`src/hdl/arm_pkg.sv`:
```
// Shared types and constants of the alert record matcher.
package arm_pkg;

    localparam int RANK_W   = 8;
    localparam int TEMP_W   = 10;
    localparam int STAMP_W  = 32;
    localparam int WINDOW_W = 16;
    localparam int TOL_W    = 8;
    localparam int COUNT_W  = 16;
    localparam int VERDICT_W = 2;
    localparam int CFG_IDX_W  = 8;
    localparam int CFG_DATA_W = 16;

    localparam logic OP_STORE = 1'b0;
    localparam logic OP_CHECK = 1'b1;

    localparam logic [VERDICT_W-1:0] VERDICT_NONE  = 2'd0;
    localparam logic [VERDICT_W-1:0] VERDICT_TRUE  = 2'd1;
    localparam logic [VERDICT_W-1:0] VERDICT_FALSE = 2'd2;

    localparam logic [CFG_IDX_W-1:0] CFG_TIME_WINDOW = 8'd0;
    localparam logic [CFG_IDX_W-1:0] CFG_TEMP_TOL    = 8'd1;

    localparam logic [WINDOW_W-1:0] TIME_WINDOW_RESET = 16'd50;
    localparam logic [TOL_W-1:0]    TEMP_TOL_RESET    = 8'd5;
    localparam logic [COUNT_W-1:0]  COUNT_MAX         = 16'hFFFF;

    typedef struct packed {
        logic [RANK_W-1:0]         rank;
        logic signed [TEMP_W-1:0]  temp;
        logic [STAMP_W-1:0]        stamp;
    } record_t;

    typedef struct packed {
        logic store;
        logic load_alert;
        logic scan_run;
        logic commit;
    } dp_cmd_t;

    typedef struct packed {
        logic empty;
        logic scan_end;
        logic out_busy;
    } dp_status_t;

endpackage

```
`src/hdl/arm_ctrl.sv`:
```
// Controller state machine sequencing stores, scans and result commits.
module arm_ctrl
(
    input  logic                 clk,
    input  logic                 rst_n,
    input  logic                 in_valid,
    input  logic                 in_opcode,
    output logic                 in_ready,
    input  arm_pkg::dp_status_t  status,
    output arm_pkg::dp_cmd_t     cmd
);

    typedef enum logic [2:0]
    {
        ST_IDLE   = 3'b001,
        ST_SCAN   = 3'b010,
        ST_DECIDE = 3'b100
    } state_t;

    state_t state_reg;
    state_t state_next;
    logic   accept;

    assign in_ready = (state_reg == ST_IDLE);
    assign accept   = in_valid && in_ready;

    always_comb
    begin
        state_next     = state_reg;
        cmd.store      = 1'b0;
        cmd.load_alert = 1'b0;
        cmd.scan_run   = 1'b0;
        cmd.commit     = 1'b0;
        case (state_reg)
            ST_IDLE:
            begin
                if (accept)
                begin
                    if (in_opcode == arm_pkg::OP_STORE)
                    begin
                        cmd.store = 1'b1;
                    end
                    else
                    begin
                        cmd.load_alert = 1'b1;
                        state_next = status.empty ? ST_DECIDE : ST_SCAN;
                    end
                end
            end
            ST_SCAN:
            begin
                cmd.scan_run = 1'b1;
                if (status.scan_end)
                begin
                    state_next = ST_DECIDE;
                end
            end
            ST_DECIDE:
            begin
                if (!status.out_busy)
                begin
                    cmd.commit = 1'b1;
                    state_next = ST_IDLE;
                end
            end
            default:
            begin
                state_next = ST_IDLE;
            end
        endcase
    end

    always_ff @(posedge clk or negedge rst_n)
    begin
        if (!rst_n)
        begin
            state_reg <= ST_IDLE;
        end
        else
        begin
            state_reg <= state_next;
        end
    end

endmodule

```
`config.mk`:
```
export PLATFORM = sky130hd
export DESIGN_NAME = arm_ctrl
export DESIGN_NICKNAME = d
export VERILOG_FILES = /design/src/hdl/arm_pkg.sv /design/src/hdl/arm_ctrl.sv
export SDC_FILE = /design/constraint.sdc
export NUM_CORES = 1
export LEC_CHECK = 0
export ABC_AREA = 1
export ABC_CLOCK_PERIOD_IN_PS = 1500
export BUFFER_PORTS_ARGS = -buffer_cell sky130_fd_sc_hd__buf_2
export CAP_MARGIN = 10
export CORE_AREA = 2 2 39 41
export CTS_CLUSTER_DIAMETER = 50
export DETAILED_ROUTE_END_ITERATION = 10
export DIE_AREA = 0 0 41 43
export PLACE_DENSITY = 0.47
export SLEW_MARGIN = 0
export SYNTH_ARGS = -nofsm -noshare
export SYNTH_HDL_FRONTEND = slang
export SYNTH_SLANG_ARGS = --single-unit
```
`constraint.sdc`:
```
create_clock -name clk -period 1.5 [get_ports clk]
set_clock_uncertainty 0.2 [all_clocks]
set_input_delay 0.15 -clock clk [delete_from_list [all_inputs] [get_ports clk]]
set_output_delay 0.15 -clock clk [all_outputs]
set_load 0.03 [all_outputs]
```
Word level (Yosys, flattened, before mapping)
Cells that the tools add are included.
W data, S select, Z words.
{"block": "classes", "reduce_logical": 2, "mux": 13, "eq_ne": 7}
{"cell": "$mux W3", "count": 5}
{"cell": "$pmux W3 S3", "count": 1}
{"cell": "$ne A2 B2 Y1 const B", "count": 3}
{"cell": "$mux W1", "count": 5}
{"cell": "$mux W2", "count": 2}
{"cell": "$reduce_and A4 Y1", "count": 1}
{"cell": "$eq A3 B1 Y1 const B", "count": 1}
{"cell": "$eq A3 B2 Y1 const B", "count": 1}
{"cell": "$eq A3 B3 Y1 const B", "count": 1}
{"cell": "$ne A2 B1 Y1 const B", "count": 1}
{"cell": "$logic_and A1 B1 Y1", "count": 1}
{"block": "totals", "out_inout_bits": 5, "wordCells": 23, "register_bits": 3, "in_bits": 7}

Depth between registers and ports, before layout
Gate-level depths: netlist of run 1.
{"block": "depth", "depth_word": 4, "ltp_mapped": 7}

Least setup slack after synthesis of run 1
No wires, ideal clock.
{"block": "synth_timing", "path_kind": "reg2out", "from": "register state_reg[2]", "to": "output cmd[0] (netlist bit)", "n_path_buf": 0, "setup_slack_ns": -0.255, "stages_incl_launch_ff": 3, "required_time_ns": 1.150, "arrival_time_ns": 1.405, "cell_sequence": "dfrtp_1 -> inv_2 -> nor4_1"}
{"item": "start, declared", "line": "arm_ctrl.sv:20", "text": "state_t state_reg;"}
{"item": "start signal, assigned", "line": "arm_ctrl.sv:81", "text": "state_reg <= state_next;"}
{"item": "end, declared", "line": "arm_ctrl.sv:10", "text": "output arm_pkg::dp_cmd_t cmd"}

==> reports/metrics.yaml, run 1 <==
run_status:
  status: "finished, violations left"
  violations: "setup timing"
logic_synthesis:
  synth_nets: 40
  syn_area_sq_um: 221
  synth_xor_area_share_pct: 0
  synthTopCellsByCount: "nand2_1, nor2_1, inv_2"
  yosysTopAreaCell: "dfrtp_1"
  synth-simple-area-share_pct: 44.6
  synth.most_common_cell: "nand2_1"
  async_flop_share_pct: 100
  synthCells: 33
  synthMuxAreaShare_pct: 0
  postSynthAreaPerCell_sq_um: 6.71
  ys_warn_count: 0
  synth_edf_count: 0
  synth_cell_types: 14
  synth-adder-area-share_pct: 0
  synth_top_family_by_area: "simple AND/OR/NAND/NOR gates"
  netlist_top_cells_area: "dfrtp_1, nand2_1, dfstp_2, nor2_1, inv_2"
  yosysTopAreaCellShare_pct: 22.6
  synth_compound_area_share_pct: 8.47
  ys.flop_type: "dfrtp_1"
  ys_seq_elements: 3
  ys_seq_area_share_pct: 34.5
worst_setup_path:
  r2r_setup_slack_ns: 0.13
  cp-end-kind: "output port"
  critical_path_class: "register to output port"
  path_buf_inv: 3
  crit_fanout: 3
  cpMaxStageDelayCell: "dfstp_2"
  reg2reg_depth: 7
  crit_arrival_ns: 1.26
  cp_top_family: "flip-flops"
  slowest_delay_ns: 0.53
  cp_cell_sequence: "inv_2 -> nor2_4 -> nand2_2 -> clkinv_2 -> nand2_2 -> nor2_4 -> buf_6"
  worstReg2RegStart: "state_reg[0]"
  crit_path_start: "state_reg[0]"
  start_kind: "register"
  required_ns: 1.15
  regToRegEndpoint: "state_reg[2]"
global_routing:
  grt_use_total_pct: 7.24
  gr-total-overflow: 0
  grt_pass1_wl_microns: 869
  grt_max_degree: 5
  antenna_found_initial: 0
  grt_pass1_vias: 224
finish:
  multi_input_area_sq_um: 141
  antennaDiodeCount: 0
  area.sequential_sq_um: 78.8
  final_cells: 70
  nFillCells: 145
  fin_nets: 62
  largest_reg_flops: 3
  final_util_pct: 30.6
  drive_above_1_share_pct: 64.8
  area_growth_pct: 91.0
drt:
  post_drt_wl_per_cell_microns: 7.17
  postRouteAntennaNets: 0
  avgViaCountPerCell: 3.67
  routed_wl_microns: 502
  firstDrtPassIters: 4
  first_iter_violations: 6
  num_vias: 257
  drc: 0
floorplan:
  core-area_sq_um: 1380
  dieHeight_microns: 43
  die-area_sq_um: 1760
  ios: 12
  start_util_pct: 16.0
  die_w_microns: 41
  row_count: 14
clocking:
  numCtsBuffers: 3
  root_buffer: "clkbuf_4"
  h-tree-depth: 1
  cts_sinks: 3
  path_clk_slew_ns: 0.04
  clk-insertion-delay-late_ns: 0.23
  cts_buffer_depth: 2
  cts_tree: "done"
place:
  pre_cts_slack_ns: 0.0254
  gp_congestion: 0.665
  dp_cells: 62
  numPortBuffers: 11
  dpl.hpwl_microns: 393
sta:
  whs_ns: 0.00448
  hold_violations: 0
  relSlewSlack_pct: 87.9
  tightest_slew_ns: 0.180
  fmax_ghz: 0.619
  rsz0062_at_grt: "yes"
  min_period_over_period_pct: 108
  min_period_ns: 1.61
  slew_viol_final: 0
  setup_viol_count_final: 4
  setup_slack_ns: -0.114
hold_path:
  holdPathEnd: "state_reg[1]"
  whs_path_depth: 4
  hold_path.class: "input pin to register"
  worst_hold_startpoint: "status[2]"
pwr:
  leakage_nw: 0.221
  p_sw_share_pct: 44.5
  seqPwrFrac_pct: 19.8
  ir_drop_uv: 586
  power.density_nw_per_um2: 2090
  clockPowerShare_pct: 15.9
  intPower_uw: 490
  comb_power_share_pct: 64.4
  switchingPower_uw: 393
run:
  maxCapViolCount: 0
-- power groups by stage --
stage | registers (mW) | clock network [mW] | logic (mW)
6_report | 0.175 | 0.140 | 0.569
5_1_grt | 0.183 | 0.152 | 0.620
4_1_cts | 0.172 | 0.145 | 0.562
3_5_place_dp | 0.173 | 0 | 0.449
3_3_place_gp | 0.174 | 0 | 0.453
2_1_floorplan | 0.166 | 0 | 0.317
-- routing by layer --
metal	wire, microns	global-route usage [%]
met1	219	9.71
met2	256	10.3
met3	26	1.57
met4	0	4.00
met5	0	0
-- worst max-delay path by stage --
| stage | endpoint | slack (ns) | cells past startpoint |
|---|---|---|---|
| after floorplan | cmd[2] | -0.0003 | 4 |
| after global placement | cmd[3] | 0.02 | 7 |
| after detailed placement | cmd[3] | 0.03 | 7 |
| after CTS | cmd[3] | -0.14 | 7 |
| after global routing | cmd[3] | -0.19 | 7 |
| final | cmd[3] | -0.11 | 7 |
-- logic make-up (layout without fill, tap and decap cells) --
logic type      Yosys count  count (layout)
flops                     3               3
simple gates             20              20
buf+inv                   7              28
compound gates            3               3
-- metrics by stage --
stage	cell area, sq um	TNS (ns)	power [mW]
global route	423	-0.576	0.954
finish	423	-0.273	0.883
floorplan	235	-0.000288	0.483
detailed placement	325	0	0.622
global placement	325	0	0.627
CTS	410	-0.356	0.879
-- cell type report --
type	instances	share of cell area, %
inverter	7	7.10
clock buffer	4	6.21
multi-input combinational	23	33.4
tap	16	4.73
timing repair buffer	17	29.9
sequential	3	18.6
-- layout by cell type (no fill, tap or decap), types with 2 or more instances in the layout --
cell      netlist  layout
buf_4           0       7
nand2_2         2       3
o21ai_1         2       2
clkbuf_4        0       3
nand2_1         8       7
inv_2           4       3
inv_1           2       2
nand3_1         2       2
buf_6           0       3
dfrtp_2         0       2
nor2_4          1       2
buf_2           0       6
nor2_1          5       4
-- what timing repair did --
item | 4_1_cts | 5_1_grt
buffers inserted | 2 | 1
hold buffers | 1 | 0
resized for setup | 10 | 3
endpoints found under the hold margin | 3 | 0
pin swaps | 2 | 1
setup endpoints to repair | 3 | 5
-- tightest hold or removal path: stages --
cell	delay (ns)
buf_2	0.07
inv_1	0.04
nand2_1	0.06
o21ai_1	0.07
(Power assumes the default switching activity.)
==> run 2: changes to the inputs <==
TNS_END_PERCENT = 10   (was not set)
==> run 2 against run 1 <==
Against the previous run:
- the flow finishes with violations (hold timing, setup timing)
- critical path type unchanged
- final area decreased by 14%
- via count shrank 1.2%
- combinational power down 22%
- sequential cell count is the same
- critical path depth unchanged
- largest cell class unchanged
- maximum frequency fell by 2.1%
- die area is the same
==> reports/metrics.yaml, run 2 (synthesis results as in run 1) <==
place:
  dpl.hpwl_microns: 387  # was 393 microns
  gp_congestion: 0.706  # was 0.665
  numPortBuffers: 11  # unchanged
worst_setup_path:
  start_kind: "register"  # unchanged
  cp_cell_sequence: "inv_2 -> nor2_4 -> nand2_2 -> clkinv_2 -> nand2_1 -> nor2_1 -> buf_4"  # was inv_2 -> nor2_4 -> nand2_2 -> clkinv_2 -> nand2_2 -> nor2_4 -> buf_6
  r2r_setup_slack_ns: 0.13  # about the same
  regToRegEndpoint: "state_reg[2]"  # unchanged
  cp-end-kind: "output port"  # unchanged
  cpMaxStageDelayCell: "dfstp_2"  # unchanged
  required_ns: 1.15  # about the same
  reg2reg_depth: 7  # unchanged
  crit_fanout: 3  # unchanged
  crit_arrival_ns: 1.30  # was 1.26 ns
  crit_path_start: "state_reg[0]"  # unchanged
  critical_path.endpoint: "cmd[3]"  # unchanged
  slowest_delay_ns: 0.53  # about the same
  worstReg2RegStart: "state_reg[0]"  # unchanged
  critical_path_class: "register to output port"  # unchanged
drt:
  drc: 0  # unchanged
  first_iter_violations: 3  # was 6
  routed_wl_microns: 461  # was 502 microns
  postRouteAntennaNets: 0  # unchanged
  avgViaCountPerCell: 3.79  # was 3.67
  post_drt_wl_per_cell_microns: 6.88  # was 7.17 microns
  firstDrtPassIters: 4  # unchanged
  num_vias: 254  # was 257
pwr:
  power.density_nw_per_um2: 2070  # was 2090 nW/um^2
  fin_total_pwr_uw: 753  # was 883 uW
  leakage_nw: 0.205  # was 0.221 nW
  ir_drop_uv: 503  # was 586 uV
finish:
  fin_nets: 59  # was 62
  area.sequential_sq_um: 77.6  # was 78.8 sq um
  nFillCells: 167  # was 145
  layout_common_cells: "nand2_1, buf_2, nor2_1, buf_4, inv_2"  # was nand2_1, buf_4, buf_2, nor2_1
  area_growth_pct: 63.8  # was 91.0%
  drive_above_1_share_pct: 56.9  # was 64.8%
  multi_input_area_sq_um: 124  # was 141 sq um
  antennaDiodeCount: 0  # unchanged
  largest_reg_flops: 3  # unchanged
  final_util_pct: 26.2  # was 30.6%
sta:
  relSlewSlack_pct: 87.5  # was 87.9%
  slew_viol_final: 0  # unchanged
  hold_violations: 1  # was 0
  tightest_slew_ns: 0.185  # was 0.180 ns
  rsz0062_at_grt: "yes"  # unchanged
  min_period_ns: 1.65  # was 1.61 ns
  fmax_ghz: 0.606  # was 0.619 GHz
  min_period_over_period_pct: 110  # was 108%
  setup_slack_ns: -0.149  # was -0.114 ns
  setup_viol_count_final: 3  # was 4
  whs_ns: -0.00240  # was 0.00448 ns
  setup_tns_ns: -0.270  # was -0.273 ns
floorplan:
  ios: 12  # unchanged
  row_count: 14  # unchanged
  start_util_pct: 16.0  # unchanged
  core-area_sq_um: 1380  # unchanged
  die-area_sq_um: 1760  # unchanged
  die_w_microns: 41  # unchanged
  dieHeight_microns: 43  # unchanged
clocking:
  cts_buffer_depth: 2  # unchanged
  root_buffer: "clkbuf_4"  # unchanged
  numCtsBuffers: 3  # unchanged
  cts_tree: "done"  # unchanged
  cts_sinks: 3  # unchanged
  h-tree-depth: 1  # unchanged
  path_clk_slew_ns: 0.04  # about the same
  clk-insertion-delay-late_ns: 0.23  # about the same
run_status:
  violations: "hold timing, setup timing"  # was setup timing
  status: "finished, violations left"  # unchanged
hold_path:
  hold_path.class: "input pin to register"  # unchanged
global_routing:
  grt_pass1_vias: 228  # was 224
  gr-total-overflow: 0  # unchanged
  grt_pass1_wl_microns: 772  # was 869 microns
  antenna_found_initial: 0  # unchanged
  grt_use_total_pct: 6.34  # was 7.24%
  grt_max_degree: 5  # unchanged
run:
  maxCapViolCount: 0  # unchanged
[run 2: report_power, final]
part / total [mW] / leakage [nW] / switching, mW / internal (mW)
clock: 0.141 / 0.0150 / 0.0417 / 0.0997
sequential: 0.168 / 0.0355 / 0.0395 / 0.129
combinational: 0.443 / 0.154 / 0.271 / 0.172
total: 0.753 / 0.205 / 0.352 / 0.401
[run 2: per-stage QoR]
stage | setup slack [ns] | hold WS (ns) | instances | instance area, sq um
floorplan | -0.176 | -0.346 | 33 | 228
global placement | 0.0388 | -0.254 | 61 | 310
detailed placement | 0.0376 | -0.253 | 61 | 310
CTS | -0.168 | 0.00255 | 67 | 362
global route | -0.241 | 0.0334 | 67 | 363
finish | -0.149 | -0.00240 | 67 | 363
[run 2: worst max-delay path, delay by kind of cell, from the launching register on]
family,cells,cell delay [ns]
simple gates,4,0.27
flops,1,0.53
buf+inv,3,0.27
[run 2: how the worst min path moves through the flow]
stage | start | endpoint | slack [ns] | cells past startpoint
6_report | status[2] | state_reg[1] | -0.002 | 4
5_1_grt | status[1] | state_reg[1] | 0.03 | 4
4_1_cts | status[2] | state_reg[1] | 0.003 | 4
3_5_place_dp | rst_n | state_reg[2] | -0.25 | 1
3_3_place_gp | rst_n | state_reg[2] | -0.25 | 1
2_1_floorplan | rst_n | state_reg[1] | -0.35 | 0
[run 2: layer usage]
metal  wire (microns)  part of all wire [%]  GRT usage, %  vias to the layer above
met5                0                     0             0                        -
met4               16                   3.5          6.00                        0
met3               17                   3.7             0                        2
met2              228                    49          9.38                        6
met1              199                    43          7.79                      108
li1                 -                     -             -                      138
[run 2: repair_timing]
| item | 4_1_cts | 5_1_grt |
|---|---|---|
| cloned | 0 | 0 |
| hold endpoints to repair | 3 | 0 |
| gates resized for setup | 3 | 1 |
| hold buffers | 1 | 0 |
| pin swaps | 1 | 0 |
| buffers inserted | 1 | 0 |
| setup endpoints to repair | 4 | 5 |
[run 2: cell type report]
type	count	share of cell area, %
multi-input combinational	23	34.1
timing repair buffer	14	24.1
sequential	3	21.4
inverter	7	7.59
clock buffer	4	7.24
tap	16	5.52
==> run 3: changes to the inputs <==
CTS_BUF_LIST = sky130_fd_sc_hd__clkbuf_4   (was not set)
==> run 3 against run 2 <==
Against the previous run:
- the flow still finishes with violations (hold timing, setup timing)
- first-iteration DRC count unchanged
- final cell count unchanged
- worst hold slack barely moved
- routed wire length unchanged
- register-to-register slack about the same
- critical path depth unchanged
- critical endpoint unchanged
==> reports/metrics.yaml, run 3 (synthesis results as in run 1) <==
drt:
  avgViaCountPerCell: 3.82  # was 3.79
  postRouteAntennaNets: 0  # unchanged
  drc: 0  # unchanged
  post_drt_wl_per_cell_microns: 6.88  # unchanged
  num_vias: 256  # was 254
  firstDrtPassIters: 4  # unchanged
  first_iter_violations: 3  # unchanged
  routed_wl_microns: 461  # unchanged
hold_path:
  hold_path.class: "input pin to register"  # unchanged
  whs_path_depth: 4  # unchanged
worst_setup_path:
  crit_arrival_ns: 1.30  # about the same
  slowest_delay_ns: 0.53  # about the same
  cpMaxStageDelayCell: "dfstp_2"  # unchanged
  required_ns: 1.15  # about the same
  critical_path_class: "register to output port"  # unchanged
  start_kind: "register"  # unchanged
  cp_cell_sequence: "inv_2 -> nor2_4 -> nand2_2 -> clkinv_2 -> nand2_1 -> nor2_1 -> buf_4"  # unchanged
  reg2reg_depth: 7  # unchanged
  crit_fanout: 3  # unchanged
  cp_top_family: "flip-flops"  # unchanged
  path_buf_inv: 3  # unchanged
  worst-path-stages: 7  # unchanged
  cp-end-kind: "output port"  # unchanged
run_status:
  status: "finished, violations left"  # unchanged
  violations: "hold timing, setup timing"  # unchanged
global_routing:
  antenna_found_initial: 0  # unchanged
  grt_pass1_wl_microns: 772  # unchanged
  grt_pass1_vias: 228  # unchanged
  grt_max_degree: 5  # unchanged
  grt_use_total_pct: 6.34  # unchanged
  gr-total-overflow: 0  # unchanged
clocking:
  root_buffer: "clkbuf_4"  # unchanged
  clk-insertion-delay-late_ns: 0.23  # about the same
  numCtsBuffers: 3  # unchanged
  path_clk_slew_ns: 0.04  # about the same
  cts_sinks: 3  # unchanged
  cts_buffer_depth: 2  # unchanged
  h-tree-depth: 1  # unchanged
  cts_tree: "done"  # unchanged
pwr:
  ir_drop_uv: 503  # about the same
  seqPwrFrac_pct: 21.8  # was 22.4%
  p_sw_share_pct: 45.7  # was 46.8%
  leakage_nw: 0.208  # was 0.205 nW
  power.density_nw_per_um2: 2100  # was 2070 nW/um^2
  intPower_uw: 419  # was 401 uW
  comb_power_share_pct: 57.5  # was 58.9%
  clockPowerShare_pct: 20.7  # was 18.8%
  switchingPower_uw: 352  # about the same
finish:
  nFillCells: 165  # was 167
  layout_common_cells: "nand2_1, buf_2, nor2_1, buf_4"  # was nand2_1, buf_2, nor2_1, buf_4, inv_2
  final_util_pct: 26.5  # was 26.2%
  area_growth_pct: 65.5  # was 63.8%
  drive_above_1_share_pct: 58.8  # was 56.9%
  fin_nets: 59  # unchanged
  final_cells: 67  # unchanged
  largest_reg_flops: 3  # unchanged
  antennaDiodeCount: 0  # unchanged
sta:
  hold_violations: 1  # unchanged
  whs_ns: -0.00236  # was -0.00240 ns
  min_period_over_period_pct: 110  # about the same
  relSlewSlack_pct: 87.5  # unchanged
  rsz0062_at_grt: "yes"  # unchanged
  fmax_ghz: 0.606  # about the same
  setup_viol_count_final: 3  # unchanged
  slew_viol_final: 0  # unchanged
  setup_tns_ns: -0.270  # about the same
  min_period_ns: 1.65  # about the same
  tightest_slew_ns: 0.185  # unchanged
  setup_slack_ns: -0.149  # about the same
floorplan:
  core-area_sq_um: 1380  # unchanged
  die-area_sq_um: 1760  # unchanged
  ios: 12  # unchanged
  die_w_microns: 41  # unchanged
  row_count: 14  # unchanged
  start_util_pct: 16.0  # unchanged
  dieHeight_microns: 43  # unchanged
place:
  numPortBuffers: 11  # unchanged
  gp_congestion: 0.706  # unchanged
  dp_cells: 61  # unchanged
  dpl.hpwl_microns: 387  # unchanged
run:
  maxCapViolCount: 0  # unchanged
## run 3: cell counts in the layout (fill, tap and decap cells not counted)
No cell type changed its count.
## run 3: power by group through the flow
stage	Clock, mW	Combinational (mW)	Sequential, mW
after floorplan	0	0.309	0.166
after global placement	0	0.415	0.174
after detailed placement	0	0.415	0.173
after CTS	0.166	0.449	0.168
after global routing	0.168	0.494	0.178
final	0.160	0.443	0.168
## run 3: per-stage QoR
stage	setup WS, ns	instance area, sq um	hold WS [ns]	power (mW)
global route	-0.241	367	0.0334	0.840
global placement	0.0388	310	-0.254	0.590
CTS	-0.168	365	0.00255	0.783
detailed placement	0.0376	310	-0.253	0.588
floorplan	-0.176	228	-0.346	0.475
finish	-0.149	367	-0.00236	0.771
## run 3: worst min-delay path, cell delays in order
cell     delay (ns)
buf_2          0.07
inv_1          0.04
nand2_1        0.06
o21ai_1        0.07
## run 3: path summary, 6_finish.rpt
| path | from | endpoint | slack, ns |
|---|---|---|---|
| max | state_reg[0] | cmd[3] | -0.15 |
| min | status[2] | state_reg[1] | -0.002 |
| max reg2reg | state_reg[0] | state_reg[2] | 0.13 |
| min reg2reg | state_reg[1] | state_reg[0] | 0.41 |
| max in group asynchronous | rst_n | state_reg[0] | 0.87 |
| min in group asynchronous | rst_n | state_reg[1] | 0.04 |
## run 3: metal layers
layer	track usage, %	wire [microns]
met1	7.79	201
met2	9.38	226
met3	0	17
met4	6.00	16
met5	0	0
## run 3: cell type report
cell class	count	area [sq um]	share of cell area, %
multi-input combinational	23	124	33.8
timing repair buffer	14	87.6	23.9
sequential	3	77.6	21.2
clock buffer	4	30.0	8.19
inverter	7	27.5	7.51
tap	16	20.0	5.46
## run 3: repair_timing
action	CTS	global route
cloned	0	0
hold endpoints to repair	3	0
hold buffers	1	0
buffers inserted	1	0
pin swaps	1	0
setup endpoints to repair	5	5
gates resized for setup	3	1
